<file path="src/rtl/ple_pkg.sv">
// ----------------------------------------------------------------------------
// Positional list engine package
// Shared types, opcodes, status codes and defaults for the list engine.
// ----------------------------------------------------------------------------
package ple_pkg;

   localparam int DEFAULT_CAPACITY   = 64;
   localparam int DEFAULT_DATA_WIDTH = 32;

   // search scan examines 2**SCAN_GROUP_BITS cells per cycle
   localparam int SCAN_GROUP_BITS = 3;
   localparam int SCAN_GROUP      = 1 << SCAN_GROUP_BITS;

   localparam logic [1:0] OP_INSERT = 2'd0;
   localparam logic [1:0] OP_DELETE = 2'd1;
   localparam logic [1:0] OP_SEARCH = 2'd2;

   localparam logic [2:0] STATUS_OK        = 3'd0;
   localparam logic [2:0] STATUS_BAD_POS   = 3'd1;
   localparam logic [2:0] STATUS_EMPTY     = 3'd2;
   localparam logic [2:0] STATUS_FULL      = 3'd3;
   localparam logic [2:0] STATUS_NOT_FOUND = 3'd4;

   typedef enum logic [1:0] {
      STATE_IDLE,
      STATE_SCAN,
      STATE_RESP
   } state_type;

   typedef struct packed {
      logic [1:0]         opcode;
      logic [6:0]         position;
      logic signed [31:0] value;
   } req_type;

   typedef struct packed {
      logic [2:0] status;
      logic [6:0] found_position;
      logic [6:0] length;
   } rsp_type;

   typedef struct packed {
      logic insert;
      logic delete;
   } cell_cmd_type;

   typedef struct packed {
      logic done;
      logic hit;
   } scan_status_type;

endpackage

</file>
<file path="src/rtl/ple_cell.sv">
// ----------------------------------------------------------------------------
// List cell
// Holds one list entry; shifts from its left or right neighbor on insert or
// delete and compares its entry against the broadcast key.
// ----------------------------------------------------------------------------
module ple_cell #(
   parameter int DATA_WIDTH = ple_pkg::DEFAULT_DATA_WIDTH,
   parameter int CAPACITY   = ple_pkg::DEFAULT_CAPACITY,
   parameter int INDEX      = 0
) (
   input  logic                                clock,
   input  ple_pkg::cell_cmd_type               cmd,
   input  logic [$clog2(CAPACITY)-1:0]         idx,
   input  logic [$clog2(CAPACITY+1)-1:0]       count,
   input  logic [DATA_WIDTH-1:0]               key,
   input  logic [DATA_WIDTH-1:0]               left_data,
   input  logic [DATA_WIDTH-1:0]               right_data,
   output logic [DATA_WIDTH-1:0]               data,
   output logic                                match
);

   localparam int IW = $clog2(CAPACITY);
   localparam int CW = $clog2(CAPACITY+1);
   localparam logic [IW-1:0] INDEX_I = IW'(INDEX);
   localparam logic [CW-1:0] INDEX_C = CW'(INDEX);

   logic [DATA_WIDTH-1:0] data_ff;
   logic [DATA_WIDTH-1:0] data_in;

   always_comb begin
      data_in = data_ff;
      if (cmd.insert) begin
         if (INDEX_I == idx) begin
            data_in = key;
         end else if (INDEX_I > idx) begin
            data_in = left_data;
         end
      end else if (cmd.delete) begin
         if (INDEX_I >= idx) begin
            data_in = right_data;
         end
      end
   end

   always_ff @(posedge clock) begin
      data_ff <= data_in;
   end

   assign data  = data_ff;
   assign match = (INDEX_C < count) && (data_ff == key);

endmodule

</file>
<file path="config.mk">
export PLATFORM = sky130hd
export DESIGN_NAME = ple_cell
export DESIGN_NICKNAME = d
export VERILOG_FILES = /design/src/rtl/ple_pkg.sv /design/src/rtl/ple_cell.sv
export SDC_FILE = /design/constraint.sdc
export NUM_CORES = 1
export LEC_CHECK = 0
export ABC_AREA = 1
export BUFFER_PORTS_ARGS = -buffer_cell sky130_fd_sc_hd__buf_2
export CAP_MARGIN = 5
export CORE_MARGIN = 1
export CORE_UTILIZATION = 29
export CTS_CLUSTER_DIAMETER = 50
export DETAILED_ROUTE_END_ITERATION = 8
export GPL_TIMING_DRIVEN = 0
export PLACE_DENSITY = 0.61
export SETUP_SLACK_MARGIN = 0.02
export SYNTH_ARGS = -nofsm -noshare
export SYNTH_HDL_FRONTEND = slang
export SYNTH_SLANG_ARGS = --single-unit
</file>
<file path="constraint.sdc">
create_clock -name clock -period 5.8 [get_ports clock]
set_input_delay 0 -clock clock [delete_from_list [all_inputs] [get_ports clock]]
set_output_delay 0 -clock clock [all_outputs]
set_load 0.005 [all_outputs]
</file>
After elaboration in Yosys (flattened, before gate mapping)
Index checks and enable logic that the tools add are counted.
{ "totals": {"out_inout_bits": 33, "ff_bits": 32} }
{ "op_classes": {"n_lt_le_gt_ge": 3, "n_eq_ne": 2, "muxes": 5, "reduce_logical": 5} }
{ "ops": {"columns": ["cell", "n"], "rows": [
  ["32-bit 2-to-1 mux", 5],
  ["32-bit equality test", 1],
  ["1-bit by 7-bit < comparator with 1-bit output (first input constant)", 1],
  ["1-bit by 6-bit >= comparator with 1-bit output (first input constant)", 1],
  ["1-bit by 6-bit greater-than comparator with 1-bit output (first input constant)", 1],
  ["6-bit logical NOT", 1],
  ["2-bit nonzero test", 2],
  ["3-bit by 1-bit != test with 1-bit output (second input constant)", 1],
  ["3-bit AND reduction", 1],
  ["1-bit logical AND", 1]
]} }

Depth between registers and ports, before layout
{ "depth": {"depth_word": 4, "mapped_depth": 8, "mapped_depth_nobuf": 8} }

Worst setup path before layout
No wires, ideal clock.
{ "synth_path": {"path_kind": "input-to-reg", "start": "input idx[1]", "end": "register data_ff[0] (netlist: data[0]), enable pin", "t_required_ns": 5.379, "arrival_time_ns": 1.893, "setup_ns": 0.421, "n_path_buf": 1, "setup_slack_ns": 3.486, "cell_stages": 4, "cell_sequence": "nor2_2 -> nand3_4 -> buf_2 -> nor2_1"} }
{ "synth_between": {"elab_chain_cells": 3, "elab_cells_between_ends": 6} }
{ "synth_rtl": {"columns": ["item", "line", "source"], "rows": [
  ["start: declaration", "ple_cell.sv:13", "input logic [$clog2(CAPACITY)-1:0] idx,"],
  ["1-bit by 6-bit greater-than comparator with 1-bit output (tied with other cells)", "ple_cell.sv:35", "end else if (INDEX_I > idx) begin"],
  ["3-bit by 1-bit != test with 1-bit output (no line) or 2-bit nonzero test (tied branches)", null, null],
  ["3-bit AND reduction (no line) (*)", null, null],
  ["end signal: assignment", "ple_cell.sv:46", "data_ff <= data_in;"],
  ["end: declaration", "ple_cell.sv:27", "logic [DATA_WIDTH-1:0] data_ff;"]
]} }
Mark *: on every way between the ends. The rest lies on a longest branch, timed or not.
A chain may end at the register's enable or synchronous reset.

Final worst setup path
{ "layout_path": {"start": "input cmd[1] (netlist bit)", "end": "register data_ff[29] (netlist: data[29]), enable pin"} }
{ "layout_between": {"elab_chain_cells": 2, "elab_cells_between_ends": 4} }
{ "layout_rtl": {"columns": ["item", "line", "source"], "rows": [
  ["start: declaration", "ple_cell.sv:12", "input ple_pkg::cell_cmd_type cmd,"],
  ["3-bit by 1-bit != test with 1-bit output (no line) or 2-bit nonzero test (tied branches)", null, null],
  ["3-bit AND reduction (no line) (*)", null, null]
]} }
Marks and branches as above.

==> run_results.csv <==
group,metric,value,unit
global_routing,grt_start_max_net_pins,18,
timing,timing.fmax,0.6372,GHz
logic_synthesis,postSynth.asyncResetShare,0,%
route,viasPerCell,4.599,
worst_setup_path,worstPathRequired,5.79,ns
floorplan,die-area,8652,um2
worst_setup_path,crit_type,"in -> reg",
logic_synthesis,ys_seq_area_share,40.00,%
timing,setup-tns-final,0,ns
logic_synthesis,synth_common_cells,"nand2_1 (81), inv_1 (37), nor2_1 (34)",
timing,relSlewSlack,61.78,%
logic_synthesis,ys_types,19,
clock_tree,clock-sinks,32,
logic_synthesis,synth_cells,302,
logic_synthesis,yosys_most_used_dff,"edfxtp_1",
worst_hold_path,hold_start,"right_data[21]",
global_routing,antenna_found_initial,0,
layout,final_util,44.13,%
worst_hold_path,hold_class,"in -> reg",
logic_synthesis,yosys.area.top_type,"edfxtp_1",
layout,post-route-cell-area,3481,um2
placement,dpl_cell_area,3281,um2
timing,finalCriticalPeriod,1.569,ns
placement,dp.final_hpwl,6.221,mm
floorplan,die_w,93.02,um
timing,fin_crit_sh,27.06,%
worst_hold_path,hold_depth,2,
outcome,outcome,"complete, no violations",
floorplan,rows,32,
layout,layout-drive-gt1-share,39.70,%
power_and_ir_drop,power_leakage,1.710,nW
floorplan,initial_utilization,30.46,%
job,drv_cap,0,
worst_hold_path,whs_endpoint,"data[21]",
route,antenna_left,0,
worst_setup_path,critPathSlowestCell,"nor2_4",
logic_synthesis,synth_fp_nets,414,
layout,num_antenna_cells,0,
timing,finalHoldViolations,0,
route,dr_wl_met3,338,um
logic_synthesis,yosysTopAreaCellShare,40.00,%
placement,gp_congestion,0.8106,
layout,largest_reg_flops,32,
global_routing,grtUsageTotal,18.22,%
layout,fin_nets,577,
logic_synthesis,yosys.cell_count.top_type,"nand2_1",
placement,io_buffers,143,
timing,slew_violations,0,
worst_setup_path,crit_family,"buffers and inverters",
timing,finalSetupViolations,0,
worst_setup_path,cp_cell_sequence,"buf_2, clkbuf_1, nor2_1, nor2_4, buf_16",
layout,syn_to_final_growth,44.90,%
global_routing,grt_pass1_vias,2577,
logic_synthesis,synthesis.area,2402,um2
route,wl_met2,4.031,mm
layout,num-fill-cells,827,
clock_tree,cts_buffer_depth,2,
worst_setup_path,arrival,1.56,ns
worst_setup_path,crit_path_start_kind,"input pin",
route,met1_length,3.471,mm
clock_tree,clk_pin_slew,0.06,ns
route,drtIter0Drc,71,
clock_tree,cts_tree,"done",
route,wl,7.918,mm
logic_synthesis,ys_ff_latch,32,
timing,rsz0062_at_grt,"false",
route,drc,0,
floorplan,core_area,7888,um2
route,routedWlPerCell,13.94,um
worst_setup_path,cp-end-kind,"flip-flop",
global_routing,grt_pass1_wl,12.25,mm
power_and_ir_drop,total_power,548.3,uW
worst_setup_path,critPathBufInv,3,
clock_tree,root_buffer,"clkbuf_8",
route,vias,2612,
power_and_ir_drop,peakVddDrop,0.07414,mV
logic_synthesis,yosysWarnings,0,
logic_synthesis,syn_area_per_cell,7.955,um2
floorplan,die_h,93.02,um
worst_setup_path,critPathMaxStageDelay,0.50,ns
floorplan,pin_count,145,
route,top_layer_used,"met4",
layout,seq_area,960.9,um2
logic_synthesis,ys_top_cells_by_area,"edfxtp_1 (40%), nand2_1 (13%), o211ai_2 (9.9%)",
timing,worst_pin_slew,0.5720,ns
clock_tree,h-tree-depth,2,
power_and_ir_drop,p_per_area,157.5,nW/um2
logic_synthesis,synth_edf_count,32,
route,firstDrtPassIters,4,
layout,multiInputGateArea,1221,um2
global_routing,gr-total-overflow,0,
clock_tree,cts_buffers,5,
worst_setup_path,cp_max_fo,17,
## layout make-up
type	instances	share of cell area, %
clock inverters	1	0.1078
clock buffers	7	2.193
plain buffers	15	2.552
multi-input cells	218	35.08
well taps	102	3.666
inverters	37	3.990
repair buffers	156	24.80
flip-flops and latches	32	27.61
## kinds of logic after synthesis
group	share of synthesized area, %
buffers and inverters	9.479
flip-flops	40.00
AO/OA/AOI/OAI	22.29
XOR/XNOR	4.010
AND/OR/NAND/NOR	24.22
## cells in the final DEF (no fill, tap or decap), drive strengths merged
cell           n
nor2          37
nor3           1
nor2b          1
nand3          4
inv           37
o21ai          5
nand4         13
edfxtp        32
buf          155
clkinv         1
o21a          19
nand2         81
dlygate4sd3   12
xnor2         11
or2            1
clkbuf        11
a21oi         26
o211ai        19
## how the worst max path moves through the flow
stage	startpoint	slack (ns)	to	depth (start not counted)
final	cmd[1]	4.23	data[29]	5
after global routing	cmd[1]	4.08	data[29]	5
after CTS	cmd[1]	4.16	data[7]	5
after detailed placement	cmd[1]	3.87	data[18]	5
after global placement	idx[5]	2.30	data[18]	5
after floorplan	idx[1]	3.49	data[0]	4
## what timing repair did
action	in CTS	in global routing
hold buffers	12	0
hold endpoints to repair	12	0
resized for setup	0	0
setup buffers	0	0
## layer usage
layer  up-vias  GRT usage [%]
met5         -              0
met4         0          4.487
met1      1195          23.49
li1       1335              -
met2        76          31.92
met3         6          2.602
## per-stage QoR
step           hold WS, ns  worst slack [ns]  instances
6_report          0.007256             4.231        568
5_1_grt           0.004304             4.083        568
4_1_cts         0.00003607             4.163        568
3_5_place_dp        0.2770             3.871        548
3_3_place_gp        0.2706             2.299        547
2_1_floorplan       0.1861             3.486        302
## where the power goes
group / switching, mW / internal [mW]
logic: 0.0601 / 0.0623
registers: 0.00144 / 0.259
clock network: 0.0821 / 0.0836
No activity file was read; power rests on OpenSTA's default activity.
