$ cat config.mk
export PLATFORM = sky130hd
export DESIGN_NAME = ple_scan
export DESIGN_NICKNAME = d
export VERILOG_FILES = /design/src/rtl/ple_pkg.sv /design/src/rtl/ple_scan.sv
export SDC_FILE = /design/constraint.sdc
export NUM_CORES = 1
export LEC_CHECK = 0
export ABC_AREA = 1
export BUFFER_PORTS_ARGS = -buffer_cell sky130_fd_sc_hd__clkbuf_2
export CELL_PAD_IN_SITES_DETAIL_PLACEMENT = 1
export CELL_PAD_IN_SITES_GLOBAL_PLACEMENT = 1
export CORE_MARGIN = 1.5
export CORE_UTILIZATION = 45
export CTS_BUF_LIST = sky130_fd_sc_hd__clkbuf_4 sky130_fd_sc_hd__clkbuf_8
export DETAILED_ROUTE_END_ITERATION = 10
export GPL_TIMING_DRIVEN = 1
export PLACE_DENSITY = 0.95
export SETUP_SLACK_MARGIN = 0.4
export SYNTH_ARGS = -nofsm -noshare
export SYNTH_HDL_FRONTEND = slang
export SYNTH_SLANG_ARGS = --single-unit
$ cat constraint.sdc
create_clock -name clock -period 8.6 [get_ports clock]
set_clock_uncertainty 0.15 [all_clocks]
set_input_delay 0.43 -clock clock [delete_from_list [all_inputs] [get_ports clock]]
set_output_delay 0.43 -clock clock [all_outputs]
set_load 0.05 [all_outputs]
$ cat src/rtl/ple_pkg.sv
// ----------------------------------------------------------------------------
// Positional list engine package
// Shared types, opcodes, status codes and defaults for the list engine.
// ----------------------------------------------------------------------------
package ple_pkg;

   localparam int DEFAULT_CAPACITY   = 64;
   localparam int DEFAULT_DATA_WIDTH = 32;

   // search scan examines 2**SCAN_GROUP_BITS cells per cycle
   localparam int SCAN_GROUP_BITS = 3;
   localparam int SCAN_GROUP      = 1 << SCAN_GROUP_BITS;

   localparam logic [1:0] OP_INSERT = 2'd0;
   localparam logic [1:0] OP_DELETE = 2'd1;
   localparam logic [1:0] OP_SEARCH = 2'd2;

   localparam logic [2:0] STATUS_OK        = 3'd0;
   localparam logic [2:0] STATUS_BAD_POS   = 3'd1;
   localparam logic [2:0] STATUS_EMPTY     = 3'd2;
   localparam logic [2:0] STATUS_FULL      = 3'd3;
   localparam logic [2:0] STATUS_NOT_FOUND = 3'd4;

   typedef enum logic [1:0] {
      STATE_IDLE,
      STATE_SCAN,
      STATE_RESP
   } state_type;

   typedef struct packed {
      logic [1:0]         opcode;
      logic [6:0]         position;
      logic signed [31:0] value;
   } req_type;

   typedef struct packed {
      logic [2:0] status;
      logic [6:0] found_position;
      logic [6:0] length;
   } rsp_type;

   typedef struct packed {
      logic insert;
      logic delete;
   } cell_cmd_type;

   typedef struct packed {
      logic done;
      logic hit;
   } scan_status_type;

endpackage

$ cat src/rtl/ple_scan.sv
// ----------------------------------------------------------------------------
// First-match scanner
// Takes the cell match vector and finds the lowest matching position, one
// group of cells per cycle.
// ----------------------------------------------------------------------------
module ple_scan #(
   parameter int CAPACITY = ple_pkg::DEFAULT_CAPACITY
) (
   input  logic                              clock,
   input  logic                              reset,
   input  logic                              start,
   input  logic [CAPACITY-1:0]               match_vector,
   output ple_pkg::scan_status_type          status,
   output logic [$clog2(CAPACITY+1)-1:0]     position
);

   localparam int CW  = $clog2(CAPACITY+1);
   localparam int GB  = ple_pkg::SCAN_GROUP_BITS;
   localparam int G   = ple_pkg::SCAN_GROUP;
   localparam int NG  = (CAPACITY + G - 1) / G;
   localparam int VW  = NG * G;
   localparam int GW  = $clog2(NG+1);
   localparam int PSW = GW + GB + 1;

   logic [VW-1:0]  vec_ff;
   logic [VW-1:0]  vec_in;
   logic [GW-1:0]  grp_ff;
   logic [GW-1:0]  grp_in;
   logic           active_ff;
   logic           active_in;
   logic [G-1:0]   low;
   logic [GB-1:0]  first_bit;
   logic           any;
   logic           last;
   logic [PSW-1:0] pos_full;

   always_comb begin
      low       = vec_ff[G-1:0];
      any       = |low;
      first_bit = '0;
      for (int b = G-1; b >= 0; b--) begin
         if (low[b]) begin
            first_bit = GB'(b);
         end
      end
   end

   assign last        = (grp_ff == GW'(NG-1));
   assign status.done = active_ff && (any || last);
   assign status.hit  = active_ff && any;
   assign pos_full    = PSW'({grp_ff, first_bit}) + PSW'(1);
   assign position    = CW'(pos_full);

   always_comb begin
      vec_in    = vec_ff;
      grp_in    = grp_ff;
      active_in = active_ff;
      if (start) begin
         vec_in    = VW'(match_vector);
         grp_in    = '0;
         active_in = 1'b1;
      end else if (active_ff) begin
         if (status.done) begin
            active_in = 1'b0;
         end else begin
            vec_in = vec_ff >> G;
            grp_in = grp_ff + GW'(1);
         end
      end
   end

   always_ff @(posedge clock) begin
      if (reset) begin
         active_ff <= 1'b0;
      end else begin
         active_ff <= active_in;
      end
      vec_ff <= vec_in;
      grp_ff <= grp_in;
   end

endmodule

Word-level counts from Yosys, hierarchy flattened
Index checks and enable logic that the tools add are counted.
W data, S select, Z words.
{"block": "word_totals", "elab_cells": 29, "reg_bits": 69}
{"block": "classes", "bitwise": 1, "n_addsub": 2, "n_reduce_logical": 7, "eq_ne": 2, "n_mux": 14}
{"cell": "$mux W64", "n": 3}
{"cell": "$mux W3", "n": 8}
{"cell": "$reduce_or A8 Y1", "n": 1}
{"cell": "$add A7 B1 Y7 const B", "n": 1}
{"cell": "$add A4 B1 Y4 const B", "n": 1}
{"cell": "$eq A4 B3 Y1 const B", "n": 1}
{"cell": "$reduce_and A2 Y1", "n": 2}
{"cell": "$mux W1", "n": 3}
{"cell": "$logic_and A1 B1 Y1", "n": 2}
{"cell": "$ne A2 B2 Y1 const B", "n": 1}
{"cell": "$reduce_bool A2 Y1", "n": 1}
{"cell": "$logic_or A1 B1 Y1", "n": 1}
{"cell": "$not A1 Y1", "n": 1}

Longest topological paths before layout
Gate-level depths: netlist of the first run.
{"block": "logic_depth", "depth_word": 9, "mapped_depth": 12, "depth_no_buf": 12}

Least setup slack after synthesis of the first run
OpenSTA, ideal clock, no wires.
{"block": "synth_path", "kind": "register to register", "from": "register vec_ff[7]", "to": "register vec_ff[0], enable pin", "setup_time_ns": 0.424, "stages_incl_launch_ff": 6, "required_time_ns": 8.026, "setup_slack_ns": 5.738, "path_buffers": 0, "arrival_time_ns": 2.288, "path_cell_list": "edfxtp_1 -> nor2_2 -> nand3_2 -> nor2_4 -> nand3_4 -> nand2_1"}
{"block": "synth_via", "elab_chain_len": 5}
{"item": "start: declaration", "line_no": "ple_scan.sv:25", "text": "logic [VW-1:0] vec_ff;"}
{"item": "start signal: assignment", "line_no": "ple_scan.sv:78", "text": "vec_ff <= vec_in;"}
{"item": "$reduce_or A8 Y1", "line_no": "ple_scan.sv:39", "text": "any = |low;"}
{"item": "$logic_or A1 B1 Y1", "line_no": "ple_scan.sv:49", "text": "assign status.done = active_ff && (any || last);"}
{"item": "$logic_and A1 B1 Y1", "line_no": "ple_scan.sv:49"}
{"item": "$ne A2 B2 Y1 (no line)"}
{"item": "$reduce_and A2 Y1 (no line)"}
No other way between the ends.
A chain may end at the register's enable or synchronous reset.

Worst setup path in the final report of the first run
{"block": "layout_path", "from": "input port start", "to": "register vec_ff[2], enable pin"}
{"block": "layout_via", "elab_chain_len": 2, "elab_cells_between_ends": 3, "classes_between": "1 x eq/ne; 2 x reduce/logical"}
{"item": "start: declaration", "line_no": "ple_scan.sv:11", "text": "input logic start,"}
{"item": "$ne A2 B2 Y1 (no line) / $reduce_bool A2 Y1 (equally long branches)"}
{"item": "$reduce_and A2 Y1 (no line) *"}
Every way passes the cells marked *; elsewhere a longest branch is shown, timed or not.

==> metrics.yaml, run 1 <==
final_util_pct: 56.1
synth_area_sq_um: 3170
core_sq_um: 6790
grt.overflow.total: 0
p_per_area_nw_per_um2: 192
ctsLongestPathBuffers: 2
synthSimpleGateAreaFrac_pct: 28.3
clkLatencyLatePin_ps: 340
layout_min_cycle_time_ps: 2660
hold_viol_final: 0
cts_resized: 0
drc_errors: 0
h-tree-depth: 3
period_share_pct: 30.9
power.leakage_uw: 0.00189
wl_microns: 7220
ant_nets: 0
clock-root-buffer: "clkbuf_8"
dp_hpwl_microns: 5190
crit_top_cell: "buf_4"
slew_violations: 0
num_vias: 2490
critPathTopFamily: "buffers and inverters"
crit_arrival_ps: 2480
ctsHoldBuffers: 0
crit_chain: "clkbuf_2 -> buf_4 -> inv_2 -> nand2_2 -> buf_4"
worstHoldPathType: "input port to flop"
clk_pin_slew_worst_paths_ps: 70
start_util_pct: 46.7
cp_max_fo: 67
final_area_sq_um: 3810
rsz0062_at_grt: "false"
cap_violations: 0
synthCells: 346
antenna_found_initial: 0
synth_xor_area_share_pct: 1.10
io_pins: 76
fmax_mhz: 376
first_pass_iters: 4
drt_iter0_drc: 110
clock-sinks: 69
die_x_microns: 86.9
yosysSeqAreaShare_pct: 63.8
first_global_vias: 2673
critPathKind: "input port to flop"
tightest_slew_ps: 957
slew_headroom_pct: 36.1
critPathLaunchType: "input port"
dp_cells: 506
setup_viol: 0
grt.total_usage_pct: 21.3
cts_tree: "done"
die_y_microns: 86.9
grt_start_max_net_pins: 68
required_ps: 8420
final_layout_size_suffix_gt1_share_pct: 23.2
synthToLayoutAreaGrowth_pct: 20.1
syn_area_per_cell_sq_um: 9.16
nets: 490
post_cts_buffers: 0
worst_ir_drop_vdd_mv: 0.0846
gp_congestion: 0.813
numCtsBuffers: 9
synth-compound-area-share_pct: 0.947
num_rows: 30
ys_seq_elements: 69
wl_per_cell_microns: 13.8
via_per_inst: 4.77
ys_types: 21
grt_pass1_wl_microns: 12100
worst-path-buf-inv: 4
synth_mux_area_share_pct: 0
finalSetupTns_ps: 0
synthAdderAreaFrac_pct: 0.789
setup.worst_path.end_class: "flop"
synth_top_family_by_area: "simple AND/OR/NAND/NOR gates"
portBuffers: 75
die_area_sq_um: 7560
antennaDiodeCount: 0
outcome: "complete, no violations"
syn_nets: 415
stdcell_count: 522
max_stage_delay_ps: 640
placed_area_sq_um: 3620
yosysWarnings: 0
crit_slowest_cell: "buf_4"
==> Yosys cell counts (all sizes together) <==
cell type	count	area share, %
nand2	202	24
edfxtp	64	61
inv	25	3.0
nor2	12	1.7
clkbuf	8	1.3
nand3	8	1.8
a21oi	5	0.79
buf	5	0.79
dfxtp	5	3.2
nand4	4	0.79
xor2	3	0.83
ha	2	0.79
clkinv	1	0.12
o21ai	1	0.16
xnor2	1	0.28
==> kinds of logic (layout without fill, tap and decap cells) <==
group / Yosys count / in the layout
buffers and inverters: 39 / 119
adder cells (fa/ha/maj): 2 / 2
AND/OR/NAND/NOR: 226 / 226
flip-flops: 69 / 69
XOR/XNOR: 4 / 4
AO/OA/AOI/OAI: 6 / 6
==> stage by stage <==
step                      hold WS [ps]  setup WS, ps  total power (uW)
final                             91.9          5940               733
after global routing              84.3          5710               767
after floorplan                    305          5740               456
after global placement             316          5680               479
after detailed placement           355          5540               487
after CTS                         74.9          5900               741
==> cells in the final DEF (no fill, tap or decap) <==
cell type   instances
a21oi_1             5
buf_4               2
bufinv_16           1
clkbuf_2           75
clkbuf_4            2
clkbuf_8            9
clkinv_1            1
clkinv_2            2
clkinvlp_4          1
dfxtp_1             5
edfxtp_1           64
ha_1                2
inv_1              24
inv_2               2
nand2_1           201
nand2_2             1
nand3_1             6
nand3_2             1
nand3_4             1
nand4_1             4
nor2_1             10
nor2_2              1
nor2_4              1
o21ai_0             1
xnor2_1             1
xor2_1              3
==> flip-flops by register name, indices dropped and copies added (netlist names) <==
signal / cells
active_ff: 1
grp_ff: 4
vec_ff: 64
==> routing by layer <==
layer	wire, microns	global-route usage [%]	vias to the layer above
met3	278	3.22	18
met1	3020	24.5	1157
li1	-	-	1243
met4	200	11.3	0
met5	0	0	-
met2	3720	38.1	72
==> layout make-up <==
cell class / count / area (sq um)
Clock buffer: 11 / 139
Tap cell: 96 / 120
Inverter: 26 / 97.6
Clock inverter: 5 / 51.3
Timing Repair Buffer: 77 / 390
Multi-Input combinational cell: 238 / 988
Sequential cell: 69 / 2020
Fill cell: 844 / 2990
==> power by group <==
part | switching (uW) | total (uW) | internal (uW)
clock | 116 | 254 | 138
combinational | 50.2 | 76.6 | 26.3
sequential | 7.82 | 402 | 394
==> final timing paths <==
| kind | start | cells past startpoint | to | slack (ps) |
|---|---|---|---|---|
| worst max-delay path | start | 5 | vec_ff[2]$_DFFE_PP_ | 5940 |
| worst min-delay path | reset | 2 | active_ff$_SDFF_PP0_ | 90 |
| worst max register to register | vec_ff[7]$_DFFE_PP_ | 6 | vec_ff[2]$_DFFE_PP_ | 6260 |
| worst min register to register | vec_ff[21]$_DFFE_PP_ | 2 | vec_ff[13]$_DFFE_PP_ | 360 |
==> worst reg2reg max path, cell delays in order, from the launching register on <==
cell	delay, ps
edfxtp_1	420
nor2_2	160
nand3_2	120
nor2_4	200
nand3_4	150
nand2_2	80
buf_4	640
No activity file was read; power rests on OpenSTA's default activity.
==> run 2, diff against run 1 <==
CORE_UTILIZATION = 41   (was 45)
PLACE_DENSITY = 0.88   (was 0.95)
clock period = 2.6 ns   (was 8.6 ns; I/O delays follow)
==> run 2 against run 1 <==
  * Cell area rose by 22%
  * Worst setup slack got worse by 5500 ps
  * Final cell count rose by 14%
  * Hold slack improved by 220 ps
  * Via count rose by 15%
  * Largest cell class unchanged
==> metrics.yaml, run 2 (synthesis results as in run 1) <==
outcome: "complete, no violations"
tightest_slew_ps: 660  # -297 ps
layout_min_cycle_time_ps: 2190
largest_reg_flops: 64  # unchanged
dp_hpwl_microns: 4940  # -4.8%
critPathLaunchType: "flop"
drt_iter0_drc: 96  # -13%
crit_chain: "inv_1 -> nand2_1 -> nor2_1 -> inv_1 -> a21oi_2 -> ha_4 -> nand3_4 -> xor2_4 -> buf_8"
fmax_mhz: 458
r2r-start: "vec_ff[6]$_DFFE_PP_"
first_pass_iters: 4  # unchanged
setup.worst_path.end_class: "output port"
worstSetupStartpoint: "vec_ff[4]$_DFFE_PP_"
period_share_pct: 84.0
ctsLongestPathBuffers: 2  # unchanged
slew_violations: 0  # unchanged
clkLatencyLatePin_ps: 340  # about the same
num_vias: 2864  # +15%
power.leakage_uw: 0.00223  # +18%
clk_pin_slew_worst_paths_ps: 70  # about the same
crit_arrival_ps: 1910  # -570 ps
wl_microns: 9790  # +36%
worstHoldPathType: "input port to flop"
antenna_found_initial: 0  # unchanged
num_rows: 31  # +3.3%
finalSetupTns_ps: 0  # unchanged
largest-register: "vec_ff"
critPathTopFamily: "flip-flops"
r2r_slack_ps: 600  # -5660 ps
start_util_pct: 43.0  # -3.6 points
hold_end: "vec_ff[55]$_DFFE_PP_"
crit_slowest_cell: "edfxtp_1"
cp_max_fo: 3  # -96%
top_regs: "vec_ff (64), grp_ff (4), active_ff (1)"
rsz0062_at_grt: "true"
hold_viol_final: 0  # unchanged
portBuffers: 75  # unchanged
io_pins: 76  # unchanged
cap_violations: 0  # unchanged
worst-path-buf-inv: 3  # -1
wl_per_cell_microns: 16.5  # +19%
mostFrequentLayoutCell: "nand2_1"
grt_start_max_net_pins: 67  # -1.5%
max_stage_delay_ps: 360  # -280 ps
ant_nets: 0  # unchanged
gp_congestion: 0.795  # -2.2%
grt_pass1_wl_microns: 15800  # +31%
via_per_inst: 4.82  # +1.1%
fillCellCount: 812  # -3.8%
p_per_area_nw_per_um2: 591  # +210%
whs_ps: 316  # +224 ps
antennaDiodeCount: 0  # unchanged
final_area_sq_um: 4660  # +22%
die_y_microns: 90.9  # +4.6%
drc_errors: 0  # unchanged
dp_cells: 511  # +0.99%
core_sq_um: 7370  # +8.5%
slew_headroom_pct: 56.0  # +20 points
die_area_sq_um: 8270  # +9.4%
nets: 559  # +14%
crit_top_cell: "inv_1"
h-tree-depth: 3  # unchanged
grt.overflow.total: 0  # unchanged
stdcell_count: 594  # +14%
rr_endpoint: "vec_ff[0]$_DFFE_PP_"
grt.total_usage_pct: 25.4  # +4.1 points
cts_tree: "done"
hp-start: "start"
synthToLayoutAreaGrowth_pct: 47.1
critPathKind: "flop to output port"
placed_area_sq_um: 3690  # +2.0%
required_ps: 2320  # -6100 ps
clock-sinks: 69  # unchanged
final_util_pct: 63.3  # +7.2 points
final_layout_size_suffix_gt1_share_pct: 23.2  # about the same
numCtsBuffers: 9  # unchanged
worst_ir_drop_vdd_mv: 0.430  # +410%
die_x_microns: 90.9  # +4.6%
first_global_vias: 3231  # +21%
setup_viol: 0  # unchanged
ff2ff_path_depth: 6  # unchanged
clock-root-buffer: "clkbuf_8"
layout_common_cells: "nand2_1, clkbuf_2, dlygate4sd3_1"
whs_path_depth: 4  # +2
## run 2: worst register-to-register path, cell delays in order (launching register included)
cell and delay (ps):
edfxtp_1 430, nor2_2 150, nand3_2 120, nor2_4 200
nand3_4 150, nand2_4 90, buf_4 350
## run 2: stage by stage
step	total power, uW	setup WS [ps]
global placement	1590	571
finish	2750	415
floorplan	1510	479
CTS	2740	400
global route	2850	295
detailed placement	1610	432
## run 2: worst max path at each step
| stage | end | cells after the start |
|---|---|---|
| finish | position[6] | 9 |
| global route | position[4] | 13 |
| CTS | position[6] | 13 |
| detailed placement | position[6] | 13 |
| global placement | position[6] | 13 |
| floorplan | position[6] | 12 |
## run 2: power breakdown
part / leakage (uW) / internal, uW / total, uW / switching, uW
clock: 0.000122 / 655 / 1060 / 403
combinational: 0.00143 / 162 / 368 / 205
sequential: 0.000680 / 1300 / 1330 / 25.4
## run 2: layer usage
layer / vias up / part of all wire (%) / track usage (%)
li1: 1382 / - / -
met1: 1362 / 37 / 26.5
met2: 92 / 56 / 48.5
met3: 28 / 3.8 / 4.94
met4: 0 / 3.0 / 11.2
met5: - / 0 / 0
## run 2: area by class of cell
type	instances	area [sq um]	area share [%]
Tap cell	99	124	2.66
Sequential cell	69	2020	43.3
Clock buffer	11	139	2.98
Multi-Input combinational cell	238	1080	23.1
Inverter	26	97.6	2.09
Timing Repair Buffer	146	1100	23.7
Clock inverter	5	98.8	2.12
## run 2: timing repair
item                                   4_1_cts  5_1_grt
pin swaps                                    0        0
gates resized for setup                     13       11
setup buffers                                2        0
hold buffers                                65        0
endpoints found under the hold margin       65        0
setup endpoints to repair                    3       25
